[src/hw/rtl/highest_average_seat_allocator_unit_macros.svh]
// Assertion macros for the seat allocator RTL.
`ifndef HIGHEST_AVERAGE_SEAT_ALLOCATOR_UNIT_MACROS_SVH
`define HIGHEST_AVERAGE_SEAT_ALLOCATOR_UNIT_MACROS_SVH

// Same-cycle implication, sampled on clk, off during rst.
`define HASU_ASSERT_IMP(lbl, ante, cons, msg) \
  lbl: assert property (@(posedge clk) disable iff (rst) (ante) |-> (cons)) else $error(msg);

// Next-cycle implication, sampled on clk, off during rst.
`define HASU_ASSERT_NXT(lbl, ante, cons, msg) \
  lbl: assert property (@(posedge clk) disable iff (rst) (ante) |=> (cons)) else $error(msg);

`endif

[src/hw/rtl/hasu_pkg.sv]
// Shared constants and types for the seat allocator.
package hasu_pkg;

  localparam int MAX_PARTIES = 64;
  localparam int VOTE_W      = 24;
  localparam int SEAT_W      = 16;
  localparam int IDX_W       = 6;
  localparam int CNT_W       = 7;
  localparam int PROD_W      = VOTE_W + SEAT_W + 1;
  localparam int RAM_AW      = (MAX_PARTIES > 1) ? $clog2(MAX_PARTIES) : 1;

  // One party's quotient operands: votes and seats held so far.
  typedef struct packed {
    logic [VOTE_W-1:0] votes;
    logic [SEAT_W-1:0] seats;
  } quot_t;

endpackage

[src/hw/rtl/hasu_ram.sv]
// Generic single-write, single-read synchronous RAM with registered read data.
module hasu_ram #(
  parameter int WIDTH = 8,
  parameter int DEPTH = 16
) (
  input  logic                                     clk,
  input  logic                                     wr_en,
  input  logic [((DEPTH > 1) ? $clog2(DEPTH) : 1)-1:0] wr_addr,
  input  logic [WIDTH-1:0]                         wr_data,
  input  logic                                     rd_en,
  input  logic [((DEPTH > 1) ? $clog2(DEPTH) : 1)-1:0] rd_addr,
  output logic [WIDTH-1:0]                         rd_data
);

  logic [WIDTH-1:0] mem [DEPTH];

  always_ff @(posedge clk) begin
    if (wr_en) begin
      mem[wr_addr] <= wr_data;
    end
    if (rd_en) begin
      rd_data <= mem[rd_addr];
    end
  end

endmodule

[src/hw/rtl/hasu_qcmp.sv]
// Quotient comparator: cross-multiplies candidate and leader, registers products.
module hasu_qcmp (
  input  logic           clk,
  input  hasu_pkg::quot_t cand,
  input  hasu_pkg::quot_t lead,
  output logic           cand_wins
);

  logic [hasu_pkg::SEAT_W:0]   cand_seats_p1;
  logic [hasu_pkg::SEAT_W:0]   lead_seats_p1;
  logic [hasu_pkg::PROD_W-1:0] lhs;
  logic [hasu_pkg::PROD_W-1:0] rhs;

  assign cand_seats_p1 = {1'b0, cand.seats} + (hasu_pkg::SEAT_W+1)'(1);
  assign lead_seats_p1 = {1'b0, lead.seats} + (hasu_pkg::SEAT_W+1)'(1);

  // cand beats lead when votes_c/(s_c+1) > votes_l/(s_l+1)
  always_ff @(posedge clk) begin
    lhs <= hasu_pkg::PROD_W'(cand.votes) * hasu_pkg::PROD_W'(lead_seats_p1);
    rhs <= hasu_pkg::PROD_W'(lead.votes) * hasu_pkg::PROD_W'(cand_seats_p1);
  end

  // strict compare: a tie keeps the lower index
  assign cand_wins = lhs > rhs;

endmodule

[src/hw/rtl/highest_average_seat_allocator_unit.sv]
// Top level: highest-average seat allocator with vote and seat memories.
//
//  channel  direction  handshake            payload
//  in       sink       in_valid / in_stall   vote_count, last_party
//  out      source     out_valid / out_stall party_index, seat_count, last_result, overflowed
//  cfg      sink       cfg_write_en          cfg_write_data (seat_total)
//
// Loading takes one party a cycle. After the last party, each seat takes a scan over the N
// parties stored: one memory read per party, a cross-multiply-then-compare pass per party
// after entry 0. Results then follow an S_EPRE read, one a cycle while out_stall is low.
// in_stall stays high from the last party until the final result is in the output register.
// Reset clears control state only; no memory clearing pass is needed.
`include "highest_average_seat_allocator_unit_macros.svh"

module highest_average_seat_allocator_unit (
  input  logic                          clk,
  input  logic                          rst,
  input  logic                          cfg_write_en,
  input  logic [hasu_pkg::SEAT_W-1:0]   cfg_write_data,
  input  logic                          in_valid,
  output logic                          in_stall,
  input  logic [hasu_pkg::VOTE_W-1:0]   vote_count,
  input  logic                          last_party,
  output logic                          out_valid,
  input  logic                          out_stall,
  output logic [hasu_pkg::IDX_W-1:0]    party_index,
  output logic [hasu_pkg::SEAT_W-1:0]   seat_count,
  output logic                          last_result,
  output logic                          overflowed
);

  typedef enum logic [2:0] {
    S_LOAD,
    S_START,
    S_FIRST,
    S_MUL,
    S_CMP,
    S_AWARD,
    S_EPRE,
    S_EMIT
  } state_t;

  state_t                        state;
  logic [hasu_pkg::SEAT_W-1:0]   seat_total;
  logic [hasu_pkg::CNT_W-1:0]    party_count;
  logic                          overflow_flag;
  logic [hasu_pkg::SEAT_W-1:0]   seats_left;
  logic [hasu_pkg::IDX_W-1:0]    cur;
  logic [hasu_pkg::IDX_W-1:0]    best_idx;
  hasu_pkg::quot_t               best;

  logic                          in_xfer;
  logic                          out_free;
  logic                          has_room;
  logic [hasu_pkg::CNT_W-1:0]    last_idx;
  logic                          cur_is_last;

  logic                          rd_en;
  logic [hasu_pkg::IDX_W-1:0]    rd_addr;
  logic                          vote_we;
  logic                          seat_we;
  logic [hasu_pkg::IDX_W-1:0]    seat_waddr;
  logic [hasu_pkg::SEAT_W-1:0]   seat_wdata;
  logic [hasu_pkg::VOTE_W-1:0]   vote_rd;
  logic [hasu_pkg::SEAT_W-1:0]   seat_rd;

  hasu_pkg::quot_t               cand;
  logic                          cand_wins;

  assign in_stall    = (state != S_LOAD);
  assign in_xfer     = in_valid && !in_stall;
  assign out_free    = !out_valid || !out_stall;
  assign has_room    = (party_count != hasu_pkg::CNT_W'(hasu_pkg::MAX_PARTIES));
  assign last_idx    = party_count - hasu_pkg::CNT_W'(1);
  assign cur_is_last = ({1'b0, cur} == last_idx);

  assign cand.votes = vote_rd;
  assign cand.seats = seat_rd;

  // memory port control
  always_comb begin
    rd_en      = 1'b0;
    rd_addr    = cur;
    vote_we    = 1'b0;
    seat_we    = 1'b0;
    seat_waddr = party_count[hasu_pkg::IDX_W-1:0];
    seat_wdata = '0;
    case (state)
      S_LOAD: begin
        vote_we = in_xfer && has_room;
        seat_we = in_xfer && has_room;
      end
      S_START: begin
        rd_en   = 1'b1;
        rd_addr = '0;
      end
      S_FIRST: begin
        rd_en   = 1'b1;
        rd_addr = hasu_pkg::IDX_W'(1);
      end
      S_CMP: begin
        rd_en   = !cur_is_last;
        rd_addr = cur + hasu_pkg::IDX_W'(1);
      end
      S_AWARD: begin
        seat_we    = 1'b1;
        seat_waddr = best_idx;
        seat_wdata = best.seats + hasu_pkg::SEAT_W'(1);
      end
      S_EPRE: begin
        rd_en   = 1'b1;
        rd_addr = '0;
      end
      S_EMIT: begin
        rd_en   = out_free && !cur_is_last;
        rd_addr = cur + hasu_pkg::IDX_W'(1);
      end
      default: begin
        rd_en = 1'b0;
      end
    endcase
  end

  hasu_ram #(
    .WIDTH(hasu_pkg::VOTE_W),
    .DEPTH(hasu_pkg::MAX_PARTIES)
  ) u_vote_ram (
    .clk    (clk),
    .wr_en  (vote_we),
    .wr_addr(party_count[hasu_pkg::RAM_AW-1:0]),
    .wr_data(vote_count),
    .rd_en  (rd_en),
    .rd_addr(rd_addr[hasu_pkg::RAM_AW-1:0]),
    .rd_data(vote_rd)
  );

  hasu_ram #(
    .WIDTH(hasu_pkg::SEAT_W),
    .DEPTH(hasu_pkg::MAX_PARTIES)
  ) u_seat_ram (
    .clk    (clk),
    .wr_en  (seat_we),
    .wr_addr(seat_waddr[hasu_pkg::RAM_AW-1:0]),
    .wr_data(seat_wdata),
    .rd_en  (rd_en),
    .rd_addr(rd_addr[hasu_pkg::RAM_AW-1:0]),
    .rd_data(seat_rd)
  );

  hasu_qcmp u_qcmp (
    .clk      (clk),
    .cand     (cand),
    .lead     (best),
    .cand_wins(cand_wins)
  );

  always_ff @(posedge clk) begin
    if (rst) begin
      state         <= S_LOAD;
      seat_total    <= '0;
      party_count   <= '0;
      overflow_flag <= 1'b0;
      out_valid     <= 1'b0;
    end else begin
      if (cfg_write_en) begin
        seat_total <= cfg_write_data;
      end
      // S_EMIT reloads the output register itself on a transfer
      if (out_valid && !out_stall && state != S_EMIT) begin
        out_valid <= 1'b0;
      end
      case (state)
        S_LOAD: begin
          if (in_xfer) begin
            if (has_room) begin
              party_count <= party_count + hasu_pkg::CNT_W'(1);
            end else begin
              overflow_flag <= 1'b1;
            end
            if (last_party) begin
              seats_left <= seat_total;
              state      <= (seat_total == '0) ? S_EPRE : S_START;
            end
          end
        end
        S_START: begin
          state <= S_FIRST;
        end
        S_FIRST: begin
          // entry 0 leads until beaten
          best     <= cand;
          best_idx <= '0;
          cur      <= hasu_pkg::IDX_W'(1);
          state    <= (party_count == hasu_pkg::CNT_W'(1)) ? S_AWARD : S_MUL;
        end
        S_MUL: begin
          state <= S_CMP;
        end
        S_CMP: begin
          if (cand_wins) begin
            best     <= cand;
            best_idx <= cur;
          end
          if (cur_is_last) begin
            state <= S_AWARD;
          end else begin
            cur   <= cur + hasu_pkg::IDX_W'(1);
            state <= S_MUL;
          end
        end
        S_AWARD: begin
          seats_left <= seats_left - hasu_pkg::SEAT_W'(1);
          state      <= (seats_left == hasu_pkg::SEAT_W'(1)) ? S_EPRE : S_START;
        end
        S_EPRE: begin
          cur   <= '0;
          state <= S_EMIT;
        end
        S_EMIT: begin
          if (out_free) begin
            out_valid   <= 1'b1;
            party_index <= cur;
            seat_count  <= seat_rd;
            last_result <= cur_is_last;
            overflowed  <= overflow_flag;
            if (cur_is_last) begin
              // close the election; the last result waits in the output register
              party_count   <= '0;
              overflow_flag <= 1'b0;
              state         <= S_LOAD;
            end else begin
              cur <= cur + hasu_pkg::IDX_W'(1);
            end
          end
        end
        default: begin
          state <= S_LOAD;
        end
      endcase
    end
  end

  `HASU_ASSERT_IMP(a_count_bound, 1'b1, party_count <= hasu_pkg::CNT_W'(hasu_pkg::MAX_PARTIES), "party count beyond capacity")
  `HASU_ASSERT_IMP(a_scan_in_range, state == S_CMP || state == S_EMIT, {1'b0, cur} < party_count, "scan index beyond stored parties")
  `HASU_ASSERT_IMP(a_award_in_range, state == S_AWARD, {1'b0, best_idx} < party_count, "seat awarded to unstored party")
  `HASU_ASSERT_NXT(a_close_stalls, in_xfer && last_party, in_stall, "input not stalled after last party")
  `HASU_ASSERT_NXT(a_last_reopens, out_free && state == S_EMIT && cur_is_last, out_valid && last_result && !in_stall, "final result not loaded on close")

endmodule

[config.mk]
export PLATFORM = sky130hd
export DESIGN_NAME = highest_average_seat_allocator_unit
export DESIGN_NICKNAME = d
export VERILOG_FILES = /design/src/hw/rtl/hasu_pkg.sv /design/src/hw/rtl/hasu_ram.sv /design/src/hw/rtl/hasu_qcmp.sv /design/src/hw/rtl/highest_average_seat_allocator_unit.sv
export VERILOG_INCLUDE_DIRS = /design/src /design/src/hw/rtl
export SDC_FILE = /design/constraint.sdc
export NUM_CORES = 2
export LEC_CHECK = 0
export BUFFER_PORTS_ARGS = -buffer_cell sky130_fd_sc_hd__clkbuf_2
export CELL_PAD_IN_SITES_DETAIL_PLACEMENT = 1
export CELL_PAD_IN_SITES_GLOBAL_PLACEMENT = 1
export CORE_AREA = 2 2 453 545
export DETAILED_ROUTE_END_ITERATION = 8
export DIE_AREA = 0 0 455 547
export PLACE_DENSITY_LB_ADDON = 0.15
export SYNTH_ARGS = -nofsm -noshare
export SYNTH_HDL_FRONTEND = slang
export SYNTH_SLANG_ARGS = --single-unit
[constraint.sdc]
create_clock -name clk -period 16.75 [get_ports clk]
set_input_delay 4.1875 -clock clk [delete_from_list [all_inputs] [get_ports clk]]
set_output_delay 4.1875 -clock clk [all_outputs]
set_load 0.01 [all_outputs]
==> impl_metrics.csv <==
group,metric,value,unit
run_status,outcome,"finished, final reports clean",
yosys,netlist.area_leader.share,58.6,%
setup_path,crit_top_cell,"fa_1",
clocking,cts_buffers,286,
clocking,hold_buffers,0,
timing,finalCriticalPeriod,8830,ps
yosys,synth_top_family_by_area,"simple AND/OR/NAND/NOR gates",
yosys,yosysUniqueCellTypes,74,
global_route,overflow,0,
yosys,muxShareOfSynthArea,0.138,%
setup_path,critPathSlowestCell,"edfxtp_1",
floorplanning,die_area,0.249,mm^2
global_route,grt_pass1_vias,104157,
timing,drv_slew,0,
setup_path,max_stage_delay,1190,ps
place,port_buffers,71,
timing,setup_viol,0,
routing,drt_iter0_drc,9044,
yosys,ys.flop_type,"edfxtp_1",
yosys,yosys.area.top_type,"edfxtp_1",
timing,rsz0062_at_grt,"false",
timing,max_freq,113,MHz
yosys,syn_avg_cell_area,11.8,um^2
routing,ant_nets,0,
clocking,clk_latency,890,ps
routing,vias_per_cell,6.33,
setup_path,path_class,"flip-flop to flip-flop",
yosys,synth_seq_cells,2802,
yosys,synth_edf_count,2692,
setup_path,crit_path_cell_trace,"nand4_1 -> nor2_1 -> xnor2_2 -> buf_4 -> nand2_1 -> fa_1 -> inv_1 -> fa_1 -> fa_1 -> fa_1 -> fa_1 -> inv_1 -> fa_1 -> inv_1 -> ha_1 -> a2111oi_1 -> o211ai_1 -> a21bo_2 -> a211oi_1 -> o31ai_1 -> nand3_1 -> a21oi_1 -> nor3_1 -> xnor2_1",
finish,layout_common_cells,"nand2_1 (3207), edfxtp_1 (2692), inv_1 (905)",
clocking,cts_tree,"yes",
yosys,syn-num-nets,12636,
floorplanning,start_util,56.6,%
yosys,synth_compound_area_share,7.04,%
clocking,post-cts-setup-buffers,0,
yosys,async_flop_share,0,%
setup_path,critPathLaunchType,"flip-flop",
floorplanning,num_io_pins,72,
yosys,ys_seq_area_share,60.1,%
yosys,synth_simple_gate_area_share,15.0,%
finish,nets,12578,
setup_path,arrival,9570,ps
global_route,gr-usage-all-layers,34.9,%
floorplanning,fp.dieW,455,um
timing,final-hold-violation-count,0,
clocking,clockBufferDepth,4,
global_route,grt_max_degree,179,
floorplanning,die-height,547,um
yosys,syn_inst,11653,
yosys,synth_area,0.138,mm^2
clocking,cts.root.buffer_cell,"clkbuf_16",
timing,fin_setup_tns,0,ps
clocking,cts_resized,0,
place,place_congestion,0.883,
yosys,synthAdderAreaFrac,12.1,%
yosys,synthXorXnorAreaFrac,0.799,%
setup_path,worstSetupEndpointType,"flip-flop",
timing,slew_headroom,14.9,%
timing,tightest_slew,1280,ps
clocking,cts_max_level,5,
yosys,ys_top_cells_by_area,"edfxtp_1 (59%), fa_1 (9.5%), nand2_1 (8.7%)",
routing,drt-pass1-iter-count,6,
setup_path,worstPathMaxFanout,30,
finish,final_common_cell,"nand2_1",
timing,skew,76.6,ps
setup_path,required,17490,ps
hold_path,worstHoldPathType,"flip-flop to flip-flop",
place,place_hpwl,261000,um
global_route,antenna_found_initial,14,
routing,wire_per_inst,28.9,um
routing,vias,95128,
finish,fill_cells,24081,
timing,fin_crit_sh,52.7,%
floorplanning,core,0.244,mm^2
clocking,clk_pin_slew,60,ps
global_route,grt_pass1_wl,649000,um
finish,area.sequential,0.0830,mm^2
finish,multiInputGateArea,0.0489,mm^2
routing,drc,0,
finish,syn_to_final_growth,9.29,%
floorplanning,rows,199,
flow_run,maxCapViolCount,0,
yosys,yosys_warnings,0,
finish,drive_gt1_share,7.53,%
routing,drt-total-wl,434000,um
clocking,cts_sinks,2802,
## worst max-delay path: cells and delay by family, from the launching register on
| family | cells | cell delay [ps] |
|---|---|---|
| compound gates | 6 | 1800 |
| flops | 1 | 1190 |
| xor+xnor | 2 | 280 |
| buf+inv | 4 | 550 |
| fa+ha+maj | 7 | 3410 |
| simple gates | 5 | 1470 |
## metrics by stage
step	hold WS, ps	worst slack [ps]	cells	util [%]	instance area (um^2)
after floorplan	409	7340	11653	-	138000
after global placement	487	8270	14523	58.3	142000
after detailed placement	523	8170	14523	58.3	142000
after CTS	531	8030	15030	61.9	151000
after global routing	551	7420	15031	61.9	151000
final	530	7920	15034	61.9	151000
## cell type report
type	instances	area share, %
sequential	2802	55.0
inverter	906	2.25
clock inverter	146	0.694
tap	3216	2.67
clock buffer	361	5.06
timing repair buffer	375	1.88
multi-input combinational	7224	32.4
antenna	4	0.00663
## path summary, 6_finish.rpt
| path | cells after the start | from | slack, ps | to |
|---|---|---|---|---|
| hold / removal | 2 | seat_total[4]$_SDFFE_PP0P_ | 530 | seat_total[4]$_SDFFE_PP0P_ |
| setup reg to reg | 24 | u_seat_ram.rd_data[0]$_DFFE_PP_ | 7920 | u_qcmp.rhs[39]$_DFF_P_ |
| setup / recovery | 24 | u_seat_ram.rd_data[0]$_DFFE_PP_ | 7920 | u_qcmp.rhs[39]$_DFF_P_ |
| hold reg to reg | 2 | seat_total[4]$_SDFFE_PP0P_ | 530 | seat_total[4]$_SDFFE_PP0P_ |
## sequential cells by signal, summed over array words and instances, names as in the netlist
| signal | cells |
|---|---|
| best | 40 |
| u_seat_ram.rd_data | 16 |
| best_idx | 6 |
| u_seat_ram.mem | 1024 |
| overflow_flag | 1 |
| u_qcmp.lhs | 41 |
| overflowed | 1 |
| state | 3 |
| party_count | 7 |
| seats_left | 16 |
| u_vote_ram.rd_data | 24 |
| out_valid | 1 |
| u_qcmp.rhs | 41 |
| party_index | 6 |
| u_vote_ram.mem | 1536 |
| seat_total | 16 |
| cur | 6 |
| seat_count | 16 |
| last_result | 1 |
## kinds of logic (layout without fill, tap and decap cells)
kind of cell             after synthesis  count (layout)
adder cells (fa/ha/maj)              937             937
AO/OA/AOI/OAI                       1386            1386
AND/OR/NAND/NOR                     4756            4756
buffers and inverters               1627            1788
other                                  0               4
flip-flops                          2802            2802
multiplexers                          19              19
XOR/XNOR                             126             126
## synthesized netlist by cell type, types with 13 or more instances
master / number
a211oi_1: 289
a21o_1: 41
a21oi_1: 253
a311oi_1: 320
a31oi_1: 330
and2_1: 267
and3_1: 506
buf_1: 20
buf_2: 218
buf_4: 38
clkbuf_1: 435
dfxtp_1: 110
edfxtp_1: 2692
fa_1: 658
ha_1: 279
inv_1: 905
mux2i_1: 19
nand2_1: 3208
nand2b_1: 53
nand3_1: 369
nand4_1: 19
nor2_1: 216
nor2b_1: 30
nor3_1: 30
nor4_1: 20
o211ai_1: 13
o21a_1: 13
o21ai_0: 56
xnor2_1: 83
xor2_1: 43
## per-layer routing
layer	up-vias	track usage, %	wire (um)
met5	-	0	41
met4	6	21.0	29100
met3	1237	4.70	29600
met2	4184	59.4	219000
met1	49339	42.4	157000
li1	40362	-	-
Power is not shown: default switching activity piles up to over one toggle a cycle in this logic, so the estimate is an artifact.
